<file path="config.mk">
export PLATFORM = sky130hd
export DESIGN_NAME = tbsr_rem
export DESIGN_NICKNAME = d
export VERILOG_FILES = /design/src/hdl/tbsr_pkg.sv /design/src/hdl/tbsr_rem.sv
export SDC_FILE = /design/constraint.sdc
export NUM_CORES = 1
export LEC_CHECK = 0
export CAP_MARGIN = 15
export CORE_ASPECT_RATIO = 0.8
export CORE_UTILIZATION = 35
export CTS_CLUSTER_DIAMETER = 80
export DETAILED_ROUTE_END_ITERATION = 8
export DONT_BUFFER_PORTS = 1
export PLACE_DENSITY = 0.5
export SYNTH_ARGS = -nofsm -noshare
export SYNTH_HDL_FRONTEND = slang
export SYNTH_SLANG_ARGS = --single-unit
export TNS_END_PERCENT = 5
</file>
<file path="constraint.sdc">
create_clock -name i_clk -period 2.6 [get_ports i_clk]
set_input_delay 0.26 -clock i_clk [delete_from_list [all_inputs] [get_ports i_clk]]
set_output_delay 0.26 -clock i_clk [all_outputs]
set_load 0.02 [all_outputs]
</file>
<file path="src/hdl/tbsr_pkg.sv">
`timescale 1ns / 1ps
package tbsr_pkg;

    localparam int NUM_SLOTS = 1024;
    localparam int SLOT_W    = $clog2(NUM_SLOTS);
    localparam int NCNT_W    = SLOT_W + 1;
    localparam int TS_W      = 48;
    localparam int BW_W      = 20;
    localparam int SIU_W     = 11;
    localparam int DUR_W     = BW_W + NCNT_W;

    localparam logic [1:0] ST_HIT   = 2'd0;
    localparam logic [1:0] ST_MOVED = 2'd1;
    localparam logic [1:0] ST_DROP  = 2'd2;

    localparam logic OP_SAMPLE = 1'b0;
    localparam logic OP_MERGE  = 1'b1;

    localparam logic CFG_BUCKET_WIDTH = 1'b0;
    localparam logic CFG_SLOTS_IN_USE = 1'b1;

    typedef struct packed {
        logic               opcode;
        logic [47:0]        timestamp;
        logic signed [31:0] sample_value;
        logic [31:0]        in_count;
        logic signed [63:0] in_sum;
        logic [62:0]        in_sum_sqr;
        logic signed [31:0] in_min;
        logic signed [31:0] in_max;
    } t_item;

    typedef struct packed {
        logic [1:0]  status;
        logic [9:0]  slot_index;
        logic [47:0] bucket_start;
    } t_result;

    typedef struct packed {
        logic [47:0]        start;
        logic [31:0]        cnt;
        logic signed [63:0] sum;
        logic [63:0]        sq;
        logic signed [31:0] mn;
        logic signed [31:0] mx;
    } t_entry;

    // control from the sequencer to the merge logic
    typedef struct packed {
        logic        set_start;
        logic [47:0] new_start;
        logic [63:0] sample_sq;
    } t_upd_ctl;

endpackage

</file>
<file path="src/hdl/tbsr_rem.sv">
`timescale 1ns / 1ps
module tbsr_rem (
    input  logic                      i_clk,
    input  logic                      i_rst_n,
    input  logic                      i_go,
    input  logic [tbsr_pkg::TS_W-1:0] i_ts,
    input  logic [tbsr_pkg::BW_W-1:0] i_w,
    output logic                      o_done,
    output logic [tbsr_pkg::BW_W-1:0] o_rem
);
    import tbsr_pkg::*;

    localparam int CNT_W = $clog2(TS_W);

    logic [CNT_W-1:0] r_cnt;
    logic             r_run;
    logic             r_done;
    logic [BW_W-1:0]  r_rem;
    logic [TS_W-1:0]  r_shift;
    logic [BW_W:0]    trial;
    logic [BW_W:0]    n_trial;

    // restoring remainder, one dividend bit per cycle
    always_comb begin
        trial   = {r_rem, r_shift[TS_W-1]};
        n_trial = (trial >= {1'b0, i_w}) ? trial - {1'b0, i_w} : trial;
    end

    always_ff @(posedge i_clk) begin
        if (!i_rst_n) begin
            r_run  <= 1'b0;
            r_done <= 1'b0;
            r_cnt  <= '0;
        end else if (i_go) begin
            r_run  <= 1'b1;
            r_done <= 1'b0;
            r_cnt  <= '0;
        end else if (r_run) begin
            r_cnt <= r_cnt + 1'b1;
            if (r_cnt == CNT_W'(TS_W - 1)) begin
                r_run  <= 1'b0;
                r_done <= 1'b1;
            end
        end
    end

    always_ff @(posedge i_clk) begin
        if (i_go) begin
            r_rem   <= '0;
            r_shift <= i_ts;
        end else if (r_run) begin
            r_rem   <= n_trial[BW_W-1:0];
            r_shift <= {r_shift[TS_W-2:0], 1'b0};
        end
    end

    assign o_done = r_done;
    assign o_rem  = r_rem;

endmodule

</file>
==> results.yml <==
outcome:
  status: "finished with violations"
  violations: "DRC"
route:
  drt-initial-drc-count: 197
  vias_per_cell: 5.14
  routed_wirelength_um: 9610
  drtPass1Iterations: 6
  ant_nets: 0
  wire_per_inst_um: 16.9
  drc: 29
  vias: 2917
cells_and_area:
  mostFrequentLayoutCells: "48 x edfxtp_1, 47 x mux2_2, 36 x buf_4, 27 x inv_1, 27 x dfxtp_1"
  fin_area_mm2: 0.00501
  fin_cells: 567
  drive_above_1_share_pct: 28.5
  final_util_pct: 43.0
  multi_input_area_mm2: 0.00212
  final_common_cell: "edfxtp_1"
  areaGrowthSynthToFinish_pct: 18.6
  nets: 506
  regArea_mm2: 0.00200
  num-fill-cells: 1123
global_route:
  groute.usage.overall_pct: 15.1
  grt_start_max_net_pins: 68
  grt_overflow: 0
  grt_pass1_vias: 2808
  antenna_found_initial: 1
  grt_pass1_wl_um: 14600
clock_tree:
  cts_buffers: 9
  max-clock-path-buffers: 2
  clk_pin_slew_ns: 0.06
  clkLatencyLatePin_ns: 0.33
  cts.sinks: 76
  postCtsSetupRepairBufs: 0
  htree_levels: 3
  cts_tree: "built"
  cts_root_buf: "clkbuf_16"
worst_setup_path:
  startpoint_type: "register"
  crit_arrival_ns: 2.68
  cp_max_fo: 8
  timing.rr.start: "o_rem[6]"
  critPathLaunch: "o_rem[6]"
  required_ns: 2.83
  cp-end-kind: "register"
  worstSetupPathType: "reg -> reg"
power_and_ir_drop:
  cellPowerDensity_mw_per_mm2: 648
  p_leak_nw: 2.00
  ir_worst_vdd_v: 0.000333
timing:
  finalHoldViolations: 0
  final-max-slew-violation-count: 0
  fin_worst_skew_ns: 0.00868
  layout_min_cycle_time_ns: 2.45
  setup_tns_ns: 0
  worst_slew_pin_slew_ns: 0.659
  setup_ws_ns: 0.151
  fmax_ghz: 0.408
  slew_headroom_pct: 55.9
  finalCritPeriodShare_pct: 94.2
  setup_violations: 0
  rsz0062_at_grt: "true"
place:
  post_dp_cell_area_mm2: 0.00461
  io_buffers: 0
  place_ws_ns: -0.147
  finalWeightedCongestion: 0.796
  dpl.hpwl_um: 6780
  placedCellCount: 548
die:
  die_x_um: 125
  boundaryPins: 92
  fp-row-count: 35
  dieArea_mm2: 0.0125
  die_h_um: 100
  core_area_mm2: 0.0116
  initial_core_util_pct: 36.3
synthesis:
  syn_inst: 380
  synth_enable_flop_cells: 48
  postSynth.asyncResetShare_pct: 0
  post-synth-top-area-cell: "edfxtp_1"
  ys_warn_count: 0
  synth.avg_cell_area_um2: 11.1
  ys_ff_latch: 76
  syn-cell-area_mm2: 0.00423
  synthFlopType: "edfxtp_1"
  synth_cell_type_count: 44
  synth_fp_nets: 473
  yosysTopAreaCellShare_pct: 34.1
  yosysSeqAreaShare_pct: 47.4
  synth_area_leaders: "edfxtp_1 34%, dfxtp_1 13%, mux2_2 13%, ha_1 6.2%, mux2i_1 4.5%"
worst_hold_path:
  min-delay-start: "i_go"
  min_path_type: "in -> reg"
run:
  max_cap_violations: 0
[worst max-delay path, cell delays in order (launching register included)]
cell and delay, ns:
dfxtp_1 0.34, ha_2 0.31, a21oi_2 0.17, nand2_1 0.09, a41o_1 0.25, a211o_4 0.35, nor3_4 0.16, o21ai_4 0.12
buf_6 0.18, mux2i_1 0.14, a211oi_2 0.24
[metrics by stage]
step                total power [mW]  hold WS (ns)
global placement                2.00         0.334
floorplan                       1.86         0.378
finish                          3.25        0.0463
CTS                             3.29       -0.0143
detailed placement              2.01         0.337
global route                    3.40      0.000416
[routing by layer]
metal / vias to the layer above / wire [µm] / part of all wire, % / track usage [%]
li1: 1458 / - / - / -
met5: - / 0 / 0 / 0
met3: 5 / 462 / 4.8 / 4.69
met2: 62 / 4320 / 45 / 22.9
met4: 0 / 70 / 0.73 / 3.94
met1: 1392 / 4760 / 50 / 20.9
[cells in the mapped netlist (5+ instances only)]
library cell	n
mux2_2	47
o21ai_0	16
edfxtp_1	48
ha_1	21
a21oi_1	14
inv_1	28
nand2b_1	6
a211oi_1	14
nand2_1	20
mux2i_1	19
nand4_1	6
nor2_1	24
dfxtp_1	28
xor2_1	8
clkbuf_1	13
a21o_1	7
xnor2_1	12
nand3_1	5
[kinds of logic after synthesis]
kind of cell | share of synthesized area [%]
flip-flops | 47.4
XOR/XNOR | 4.14
multiplexers | 17.3
buffers and inverters | 4.26
adder cells (fa/ha/maj) | 6.69
AO/OA/AOI/OAI | 11.4
AND/OR/NAND/NOR | 8.82
[repair_timing]
action | in CTS | in global routing
gates resized for setup | 9 | 13
hold endpoints to repair | 13 | 1
pin swaps | 2 | 3
endpoints found under the setup margin | 5 | 19
[report_power, final]
group          internal (mW)  switching, mW  total, mW
logic                  0.271          0.298      0.569
clock network          0.743          0.498       1.24
registers               1.40         0.0316       1.44
total                   2.42          0.828       3.25
[cell type report]
class	count	area share, %
Clock buffer	10	4.57
Antenna cell	1	0.0499
Tap cell	148	3.70
Sequential cell	76	40.0
Multi-Input combinational cell	259	42.3
Inverter	28	2.10
Clock inverter	6	1.25
Timing Repair Buffer	39	6.02
[worst paths after layout]
check | cells after the start | end | slack (ns)
worst max-delay path | 10 | o_rem[9] | 0.15
worst min-delay path | 1 | o_rem[4] | 0.05
worst max register to register | 10 | o_rem[9] | 0.15
worst min register to register | 2 | r_cnt[5] | 0.53
[sequential cells by signal, indices dropped and copies added, names as in the netlist]
register	count
o_rem	20
o_done	1
r_cnt	6
r_run	1
r_shift	48
Note: power is estimated with default switching activity, not from simulation.
