==> config.mk <==
export PLATFORM = sky130hd
export DESIGN_NAME = tbsr_upd
export DESIGN_NICKNAME = d
export VERILOG_FILES = /design/src/hdl/tbsr_pkg.sv /design/src/hdl/tbsr_upd.sv
export SDC_FILE = /design/constraint.sdc
export NUM_CORES = 1
export LEC_CHECK = 0
export ABC_AREA = 1
export BUFFER_PORTS_ARGS = -buffer_cell sky130_fd_sc_hd__clkbuf_2
export CAP_MARGIN = 20
export CORE_AREA = 2 2 370 372
export DETAILED_ROUTE_END_ITERATION = 6
export DIE_AREA = 0 0 372 374
export GPL_ROUTABILITY_DRIVEN = 0
export PLACE_DENSITY_LB_ADDON = 0.15
export SLEW_MARGIN = 20
export SYNTH_ARGS = -nofsm -noshare
export SYNTH_HDL_FRONTEND = slang
export SYNTH_SLANG_ARGS = --single-unit
==> constraint.sdc <==
create_clock -name vclk -period 5.1
set_input_delay 0.765 -clock vclk [all_inputs]
set_output_delay 0.765 -clock vclk [all_outputs]
set_load 0.02 [all_outputs]
==> src/hdl/tbsr_pkg.sv <==
`timescale 1ns / 1ps
package tbsr_pkg;

    localparam int NUM_SLOTS = 1024;
    localparam int SLOT_W    = $clog2(NUM_SLOTS);
    localparam int NCNT_W    = SLOT_W + 1;
    localparam int TS_W      = 48;
    localparam int BW_W      = 20;
    localparam int SIU_W     = 11;
    localparam int DUR_W     = BW_W + NCNT_W;

    localparam logic [1:0] ST_HIT   = 2'd0;
    localparam logic [1:0] ST_MOVED = 2'd1;
    localparam logic [1:0] ST_DROP  = 2'd2;

    localparam logic OP_SAMPLE = 1'b0;
    localparam logic OP_MERGE  = 1'b1;

    localparam logic CFG_BUCKET_WIDTH = 1'b0;
    localparam logic CFG_SLOTS_IN_USE = 1'b1;

    typedef struct packed {
        logic               opcode;
        logic [47:0]        timestamp;
        logic signed [31:0] sample_value;
        logic [31:0]        in_count;
        logic signed [63:0] in_sum;
        logic [62:0]        in_sum_sqr;
        logic signed [31:0] in_min;
        logic signed [31:0] in_max;
    } t_item;

    typedef struct packed {
        logic [1:0]  status;
        logic [9:0]  slot_index;
        logic [47:0] bucket_start;
    } t_result;

    typedef struct packed {
        logic [47:0]        start;
        logic [31:0]        cnt;
        logic signed [63:0] sum;
        logic [63:0]        sq;
        logic signed [31:0] mn;
        logic signed [31:0] mx;
    } t_entry;

    // control from the sequencer to the merge logic
    typedef struct packed {
        logic        set_start;
        logic [47:0] new_start;
        logic [63:0] sample_sq;
    } t_upd_ctl;

endpackage

==> src/hdl/tbsr_upd.sv <==
`timescale 1ns / 1ps
module tbsr_upd (
    input  tbsr_pkg::t_entry   i_old,
    input  tbsr_pkg::t_item    i_item,
    input  tbsr_pkg::t_upd_ctl i_ctl,
    output tbsr_pkg::t_entry   o_new
);
    import tbsr_pkg::*;

    logic [31:0]        a_cnt;
    logic signed [63:0] a_sum;
    logic [63:0]        a_sq;
    logic signed [31:0] a_mn;
    logic signed [31:0] a_mx;
    logic               a_ext;
    logic [32:0]        cnt_sum;
    logic [64:0]        sq_sum;
    logic [63:0]        s_sum;
    logic               s_ovf;

    always_comb begin
        if (i_item.opcode == OP_SAMPLE) begin
            a_cnt = 32'd1;
            a_sum = 64'(i_item.sample_value);
            a_sq  = i_ctl.sample_sq;
            a_mn  = i_item.sample_value;
            a_mx  = i_item.sample_value;
            a_ext = 1'b1;
        end else begin
            a_cnt = i_item.in_count;
            a_sum = i_item.in_sum;
            a_sq  = {1'b0, i_item.in_sum_sqr};
            a_mn  = i_item.in_min;
            a_mx  = i_item.in_max;
            a_ext = (i_item.in_count != 32'd0);
        end

        cnt_sum = {1'b0, i_old.cnt} + {1'b0, a_cnt};
        sq_sum  = {1'b0, i_old.sq} + {1'b0, a_sq};
        s_sum   = i_old.sum + a_sum;
        s_ovf   = (i_old.sum[63] == a_sum[63]) && (s_sum[63] != a_sum[63]);

        o_new       = i_old;
        o_new.start = i_ctl.set_start ? i_ctl.new_start : i_old.start;
        o_new.cnt   = cnt_sum[32] ? 32'hFFFF_FFFF : cnt_sum[31:0];
        o_new.sq    = sq_sum[64] ? 64'hFFFF_FFFF_FFFF_FFFF : sq_sum[63:0];
        if (s_ovf) begin
            o_new.sum = a_sum[63] ? 64'sh8000_0000_0000_0000 : 64'sh7FFF_FFFF_FFFF_FFFF;
        end else begin
            o_new.sum = s_sum;
        end
        // an empty bucket takes its extremes from the first contribution
        if (a_ext) begin
            if (i_old.cnt == 32'd0) begin
                o_new.mn = a_mn;
                o_new.mx = a_mx;
            end else begin
                if (a_mn < i_old.mn) o_new.mn = a_mn;
                if (a_mx > i_old.mx) o_new.mx = a_mx;
            end
        end
    end

endmodule

==> run metrics, run 1 <==
outcome complete, no violations; kind of critical path in -> out; Slew @ Worst Pin 0.804 ns; Synth Warn # 0; P&R area growth vs syn 46.5%; RSZ-0062 raised after global routing true; register area share after synthesis 0%; syn nets 4379; DR iter-0 viols 1488; crit path cell chain clkbuf_8 -> inv_6 -> buf_12 -> buf_12 -> nand2_1 -> nand2_1 -> ha_1 -> nand2_1 -> nand2_1 -> nor2_1 -> o21ai_1 -> a21oi_2 -> inv_1 -> nand2_1 -> nand3_2 -> a21oi_4 -> buf_4 -> nand3_1 -> buf_4 -> clkbuf_2; most used cell, CP nand2_1; Die H 374 µm; Critical Path Fanout Max 17; first-pass GRT wire length 189000 µm; crit path time final 4.86 ns; synth unique cells 45; FF+latch area 0 µm²; first drt pass iteration count 5; Slew HR 46.4%; worst path required time 4.34 ns; antenna violations before repair 24; global route overflow 0; Post-DP HPWL 128000 µm; Slowest Stage Delay on Critical Path 0.34 ns; largest net degree at the start of global routing 90; Seq cells 0; DRC viols 0; Slew Limit Fails 0; final core occ 19.0%; Setup Viol. Count Final 0; Ports 961; leak pwr 0.0148 µW; Final ANT Viol Nets 0; total power 4710 µW; number of global-route vias before repair 26413; pwr dens 183 nW/µm²; FMAX 0.206 GHz; num rows 135; Die Area 139000 µm²; Critical Path Start Type input port; Final Hold Fails 0; Mapped Avg Cell Area 5.06 µm²; Worst Hold Class in -> out; Die W 372 µm; # fillers 16241; fin crit share 95.3%; Initial Utilization 13.0%; proportion of layout cells with a drive suffix above 1 26.9%; via count 26385; vias per inst 4.20; Total Nets Final 5419; Critical Path AT 4.10 ns; core area 135000 µm²; clkbuf count 0; Crit-path slowest cell ha_1; Post-Syn Area 17500 µm²; routed length per instance 22.0 µm; VDD IR max 0.0838 mV; All-Layer GR Usage 18.8%; Post-Synthesis Cells 3465; I/O Buffers 913; WL final 138000 µm; Max-Cap Viols 0; Critical Path End Type output pin; Multi-input gate area 15400 µm²
Yosys cell counts, types with 11 or more instances:
library cell  count  area (µm²)
a21o_1           23         173
a21oi_1         250        1250
a31oi_1          24         150
buf_2            14        70.1
clkbuf_1         44         165
ha_1            222        2780
inv_1           469        1760
mux2_2           48         541
nand2_1        1317        4940
nand3_1         228        1140
nand3b_1         12        90.1
nand4_1          29         181
nor2_1          332        1250
nor3_1           41         205
nor4_1           23         144
o211ai_1         11        82.6
o21a_1           19         143
o21ai_0         159         796
o21bai_1         22         165
or2_2            13        81.3
xnor2_1          24         210
xor2_1           65         569
critical path, delay by kind of cell:
| family | cells | cell delay [ns] |
|---|---|---|
| fa+ha+maj | 1 | 0.34 |
| buf+inv | 8 | 1.33 |
| simple gates | 8 | 0.90 |
| compound gates | 3 | 0.69 |
power by group:
group	switching, µW	leakage, µW	total (µW)	internal (µW)
Sequential	0	0	0	0
Clock	0	0.0000000127	0.0000557	0.0000557
Combinational	3170	0.0148	4710	1540
placed cells by master (no fill, tap or decap), drive strengths merged, types with 4 or more instances in the layout:
cell type / count
or2: 13
nand2: 1323
a21oi: 254
o211ai: 11
nor3: 41
o2111ai: 4
a21o: 23
o21a: 19
inv: 470
nand4: 29
a21boi: 4
buf: 207
clkbuf: 913
o21ai: 161
ha: 222
mux2: 48
and2: 4
nand3: 238
nor4: 23
o21bai: 22
nor2: 332
xnor2: 24
nand3b: 13
a31oi: 24
xor2: 65
per-stage QoR:
step                      setup slack [ns]  hold WS (ns)   TNS [ns]  std cells  instance area, µm²
after CTS                           0.0729          1.88          0       6284               25600
after global routing             -0.000910          1.89  -0.000910       6284               25700
after global placement             -0.0260          1.88    -0.0851       6284               25600
after detailed placement           0.00218          1.88          0       6284               25600
final                                0.240          1.88          0       6286               25700
after floorplan                      0.577          1.70          0       3465               17500
metal layers:
metal	up-vias	track usage (%)	wire, µm	share of wire (%)
met5	-	0	172	0.12
met4	28	4.53	4150	3.0
met3	113	2.62	8510	6.2
met2	924	34.1	67800	49
met1	12070	23.0	57600	42
li1	13250	-	-	-
final cells by class:
| type | instances | share of cell area [%] |
|---|---|---|
| tap | 1781 | 8.68 |
| antenna | 2 | 0.0195 |
| inverter | 470 | 6.89 |
| multi-input combinational | 2913 | 59.9 |
| timing repair buffer | 1120 | 24.5 |
cell families (layout without fill, tap and decap cells):
| family | Yosys count | count (layout) | share of synthesized area, % |
|---|---|---|---|
| muxes | 48 | 48 | 3.08 |
| adders and majority gates | 225 | 225 | 16.2 |
| and+or+nand+nor | 2020 | 2020 | 47.0 |
| xor gates and xnor gates | 89 | 89 | 4.45 |
| other | 0 | 2 | 0 |
| AOI/OAI and AO/OA | 531 | 531 | 16.9 |
| buffers and inverters | 552 | 1590 | 12.4 |
worst paths after layout:
| path | start | end | slack (ns) | cells after the start |
|---|---|---|---|---|
| setup / recovery | i_item[303] | o_new[97] | 0.24 | 20 |
| hold / removal | i_old[16] | o_new[16] | 1.88 | 4 |
timing repair:
| item | CTS | global route |
|---|---|---|
| setup buffers | 0 | 0 |
| hold buffers | 0 | 0 |
| gates resized for setup | 1 | 8 |
| setup endpoints to repair | 2 | 49 |
| endpoints found under the hold margin | 0 | 0 |
Power figures use the tool's default switching activity.
==> run 2, diff against run 1 <==
--- a/config.mk
+++ b/config.mk
@@ -8,9 +8,9 @@
 export ABC_AREA = 1
 export BUFFER_PORTS_ARGS = -buffer_cell sky130_fd_sc_hd__clkbuf_2
 export CAP_MARGIN = 20
-export CORE_AREA = 2 2 370 372
+export CORE_AREA = 2 2 371 373
 export DETAILED_ROUTE_END_ITERATION = 6
-export DIE_AREA = 0 0 372 374
+export DIE_AREA = 0 0 373 375
 export GPL_ROUTABILITY_DRIVEN = 0
 export PLACE_DENSITY_LB_ADDON = 0.15
 export SLEW_MARGIN = 20
==> run 2 against run 1 <==
Effect of this change:
- design area is 1.2% lower
- maximum frequency decreased by 0.91%
- core utilization decreased by 0.40 points
- via count down 1.1%
- cell count shrank 0.67%
- sequential share of layout area unchanged
- die area grew 0.54%
- wire length rose by 0.12%
- combinational power barely moved
- non-clock buffer count is 57 lower
- largest power group unchanged
==> run metrics, run 2 (synthesis results as in run 1) <==
outcome complete, no violations; Worst Hold Class in -> out; first-pass GRT wire length 190000 µm (+0.39%); global route overflow 0 (unchanged); Worst Setup SP i_item[303]; Post-DP HPWL 128000 µm (about the same); leading cell type in the layout, fill and taps excluded nand2_1; Ports 961 (unchanged); Final ANT Viol Nets 0 (unchanged); routed length per instance 22.2 µm (+0.79%); via count 26099 (-1.1%); Final Hold Fails 0 (unchanged); Critical Path Start Type input port; post-cts hold buffer count 0 (unchanged); Slew HR 42.4% (-4.0 points); Die Area 140000 µm² (+0.54%); Crit-path slowest cell a21oi_1; first drt pass iteration count 5 (unchanged); Seq cells 0 (unchanged); critical path buffer and inverter count 6 (-2); I/O Buffers 913 (unchanged); number of global-route vias before repair 26360 (-0.20%); placed cells 6240 (-0.70%); Slew Limit Fails 0 (unchanged); Die H 375 µm (+0.27%); antenna violations before repair 27 (+13%); crit path cell chain clkbuf_8 -> inv_4 -> buf_12 -> buf_4 -> nand2_1 -> nand2_1 -> ha_1 -> a21oi_1 -> o21ai_1 -> a21oi_1 -> nand2_2 -> nand2_2 -> nand2_2 -> nand3_2 -> nand3_2 -> a21oi_4 -> buf_12 -> nand3_1 -> clkbuf_2; All-Layer GR Usage 18.7% (-0.074 points); Slew @ Worst Pin 0.864 ns (+0.0595 ns); Top delay family on crit path buffers and inverters; Critical Path End Type output pin; core area 136000 µm² (+0.99%); Critical Path Fanout Max 45 (+28); Setup TNS 0 ns (unchanged); fin crit share 96.2% (+0.88 points); num rows 136 (+0.74%); Die W 373 µm (+0.27%); P&R area growth vs syn 44.8%; pwr dens 184 nW/µm² (+0.56%); FMAX 0.204 GHz (-0.91%); buffers inserted by post-CTS timing repair 0 (unchanged); RSZ-0062 raised after global routing true; worst path required time 4.34 ns (about the same); largest net degree at the start of global routing 103 (+14%); Slowest Stage Delay on Critical Path 0.30 ns (-0.04 ns); Max-Cap Viols 0 (unchanged); Critical Path AT 4.14 ns (+0.04 ns); # fillers 16595 (+2.2%); DR iter-0 viols 1407 (-5.4%); Total Nets Final 5362 (-1.1%); DRC viols 0 (unchanged); proportion of layout cells with a drive suffix above 1 26.2% (-0.78 points); most used cell, CP nand2_2; clkbuf count 0 (unchanged); kind of critical path in -> out; WL final 138000 µm (+0.12%); leak pwr 0.0146 µW (-1.6%); crit path time final 4.91 ns (+0.0447 ns); Initial Utilization 12.9% (-0.13 points); Setup Viol. Count Final 0 (unchanged); post-route insts no fill 6244 (-0.67%); hold path startpoint i_old[19]; FF+latch area 0 µm² (unchanged); most frequent cells in the layout 1313 x nand2_1, 910 x clkbuf_2, 469 x inv_1; VDD IR max 0.0846 mV (+0.96%); vias per inst 4.18 (-0.42%)
[run 2: cell count changes in the layout (fill, tap and decap cells not counted), moves of 4 or more]
| cell | previous run | this run |
|---|---|---|
| buf_4 | 194 | 130 |
| nand2_1 | 1317 | 1313 |
| nand2_2 | 6 | 10 |
| buf_12 | 13 | 20 |
[run 2: final timing paths]
path / endpoint / depth (start not counted)
worst max-delay path: o_new[108] / 19
worst min-delay path: o_new[19] / 4
[run 2: stage by stage]
step | utilization, % | hold slack, ns | power, µW | cell area [µm²] | worst slack (ns)
finish | 18.6 | 1.88 | 4680 | 25400 | 0.195
global route | 18.6 | 1.89 | 5090 | 25400 | -0.0158
floorplan | - | 1.70 | 2490 | 17500 | 0.577
global placement | 18.6 | 1.88 | 4750 | 25300 | -0.00410
detailed placement | 18.6 | 1.88 | 4730 | 25300 | 0.0684
CTS | 18.6 | 1.88 | 4760 | 25300 | 0.0539
[run 2: layer usage]
layer,part of all wire (%),track usage (%),vias up,wire length (µm)
li1,-,-,13135,-
met1,42,22.9,11978,58500
met2,48,33.6,862,67100
met3,6.6,3.64,100,9100
met4,2.6,4.12,24,3650
met5,0.092,0,-,128
[run 2: where the power goes]
part           switching (µW)  total (µW)  internal (µW)  leakage (µW)
Clock                       0    0.000108       0.000108  0.0000000254
Combinational            3170        4680           1510        0.0146
Sequential                  0           0              0             0
Total                    3170        4680           1510        0.0146
[run 2: tightest hold or removal path, delay by kind of cell]
kind                   cells  cell delay (ns)
buffers and inverters      2             0.25
AND/OR/NAND/NOR            2             0.09
[run 2: what timing repair did]
action | 4_1_cts | 5_1_grt
resized for setup | 0 | 20
hold endpoints to repair | 0 | 0
endpoints found under the setup margin | 0 | 35
[run 2: final cells by class]
class	count	area [µm²]	area share, %
antenna	4	10.0	0.0394
inverter	470	1770	6.96
multi-input combinational	2913	15400	60.7
tap	1794	2240	8.84
timing repair buffer	1063	5960	23.5
==> run 3, diff against run 2 <==
--- a/config.mk
+++ b/config.mk
@@ -12,7 +12,8 @@
 export DETAILED_ROUTE_END_ITERATION = 6
 export DIE_AREA = 0 0 373 375
 export GPL_ROUTABILITY_DRIVEN = 0
-export PLACE_DENSITY_LB_ADDON = 0.15
+export PLACE_DENSITY_LB_ADDON = 0.05
+export SETUP_SLACK_MARGIN = 0.05
 export SLEW_MARGIN = 20
 export SYNTH_ARGS = -nofsm -noshare
 export SYNTH_HDL_FRONTEND = slang
==> constraint.sdc (replaced) <==
create_clock -name vclk -period 6
set_input_delay 0.9 -clock vclk [all_inputs]
set_output_delay 0.9 -clock vclk [all_outputs]
set_load 0.02 [all_outputs]
==> run 3 against run 2 <==
Effect of this change:
- wire length fell by 2.9%
- flip-flop and latch count did not move
- critical path depth rose by 1
- hold slack improved by 0.25 ns
- largest cell class unchanged
==> run metrics, run 3 (synthesis results as in run 1) <==
via count 25339 (-2.9%); VDD IR max 0.0456 mV (-46%); Clock power frac 0% (unchanged); I/O Buffers 913 (unchanged); Slew @ Worst Pin 0.856 ns (-0.00745 ns); Comb pwr share 100.0% (about the same); Die H 375 µm (unchanged); num rows 136 (unchanged); Total Nets Final 5278 (-1.6%); outcome complete, no violations; Die Area 140000 µm² (unchanged); final core occ 18.1% (-0.56 points); Critical Path Fanout Max 31 (-31%); Die W 373 µm (unchanged); DRC viols 0 (unchanged); Post-DP HPWL 124000 µm (-3.3%); proportion of layout cells with a drive suffix above 1 24.4% (-1.7 points); Slew Limit Fails 0 (unchanged); crit path time final 5.51 ns; Final ANT Viol Nets 0 (unchanged); All-Layer GR Usage 18.2% (-0.47 points); clkbuf count 0 (unchanged); internal power 1170 µW (-22%); buffers inserted by post-CTS timing repair 0 (unchanged); Setup TNS 0 ns (unchanged); antenna violations before repair 9 (-67%); vias per inst 4.11 (-1.6%); Setup Viol. Count Final 0 (unchanged); Ports 961 (unchanged); Critical Path Start Type input port; Critical Path End Type output pin; Worst Hold Class in -> out; core area 136000 µm² (unchanged); CTS-repair resized insts 0 (unchanged); FMAX 0.182 GHz; worst path required time 5.10 ns (+0.76 ns); WL final 134000 µm (-2.9%); largest net degree at the start of global routing 58 (-44%); Seq cells 0 (unchanged); Worst Setup SP i_item[303]; crit path to o_new[121]; P&R area growth vs syn 40.5%; pwr dens 153 nW/µm² (-17%); number of global-route vias before repair 26326 (-0.13%); post-cts hold buffer count 0 (unchanged); Switching Fraction 68.9% (+1.1 points); Final Hold Fails 0 (unchanged); leading cell type in the layout, fill and taps excluded nand2_1; DR iter-0 viols 1086 (-23%); FF+latch area 0 µm² (unchanged); P_sw 2590 µW (-18%); Max-Cap Viols 0 (unchanged); Initial Utilization 12.9% (unchanged); routed length per instance 21.8 µm (-1.6%); Critical Path AT 4.61 ns (+0.47 ns); most frequent cells in the layout 1317 x nand2_1, 911 x clkbuf_2, 469 x inv_1; Slew HR 42.3% (-0.11 points); RSZ-0062 raised after global routing false; global route overflow 0 (unchanged); first drt pass iteration count 5 (unchanged); kind of critical path in -> out; Multi-input gate area 15300 µm² (-0.31%); leak pwr 0.0141 µW (-3.1%); first-pass GRT wire length 188000 µm (-0.99%); # fillers 16447 (-0.89%); sequential power share 0% (unchanged); fin crit share 91.8%
## run 3: changes by cell type in the layout (fill, tap and decap cells not counted), sizes merged
| cell | change |
|---|---|
| buf | -86 |
| clkbuf | +2 |
| diode | +1 |
## run 3: power groups by stage
stage	clock network [µW]	registers, µW	logic [µW]
floorplan	0	0	2120
detailed placement	0	0	3850
CTS	0	0	3860
finish	0.000112	0	3760
global route	0.0000448	0	4130
global placement	0	0	3870
## run 3: worst min path at each step
stage               startpoint         to  slack, ns  cells past startpoint
floorplan            i_old[10]  o_new[10]       1.97                      2
global placement     i_old[46]  o_new[46]       2.13                      4
detailed placement   i_old[46]  o_new[46]       2.14                      4
CTS                  i_old[46]  o_new[46]       2.14                      4
global route         i_old[44]  o_new[44]       2.16                      4
finish               i_old[47]  o_new[47]       2.13                      4
## run 3: worst max-delay path, stage by stage
cell      delay [ns]
clkbuf_8        0.18
buf_12          0.23
buf_12          0.20
buf_12          0.19
nand2_1         0.06
nand2_1         0.09
ha_1            0.29
nand2_1         0.09
nand2_1         0.09
a31oi_1         0.33
o21ai_0         0.21
a21oi_1         0.29
buf_4           0.17
inv_1           0.03
nand2_1         0.08
nand3_2         0.11
a21oi_4         0.23
buf_12          0.23
nand3_1         0.24
clkbuf_2        0.24
## run 3: area by class of cell
class / instances / area share, %
repair buffers: 979 / 21.3
diodes: 5 / 0.0508
inverters: 470 / 7.18
well taps: 1794 / 9.12
multi-input cells: 2913 / 62.4
## run 3: per-layer routing
layer  global-route usage (%)  vias up  wire length [µm]
met5                        0        -                56
met4                     1.85       10              1610
met3                     2.30       59              5780
met2                     35.7      702             70600
met1                     21.4    11592             56300
li1                         -    12976                 -
## run 3: per-stage QoR
step / setup WS (ns) / power [µW] / hold slack, ns / instance area, µm² / std cells
3_3_place_gp: 0.395 / 3870 / 2.13 / 24600 / 6156
2_1_floorplan: 1.21 / 2120 / 1.97 / 17500 / 3465
3_5_place_dp: 0.371 / 3850 / 2.14 / 24600 / 6156
6_report: 0.493 / 3760 / 2.13 / 24600 / 6161
5_1_grt: 0.166 / 4130 / 2.16 / 24600 / 6158
4_1_cts: 0.368 / 3860 / 2.14 / 24600 / 6156
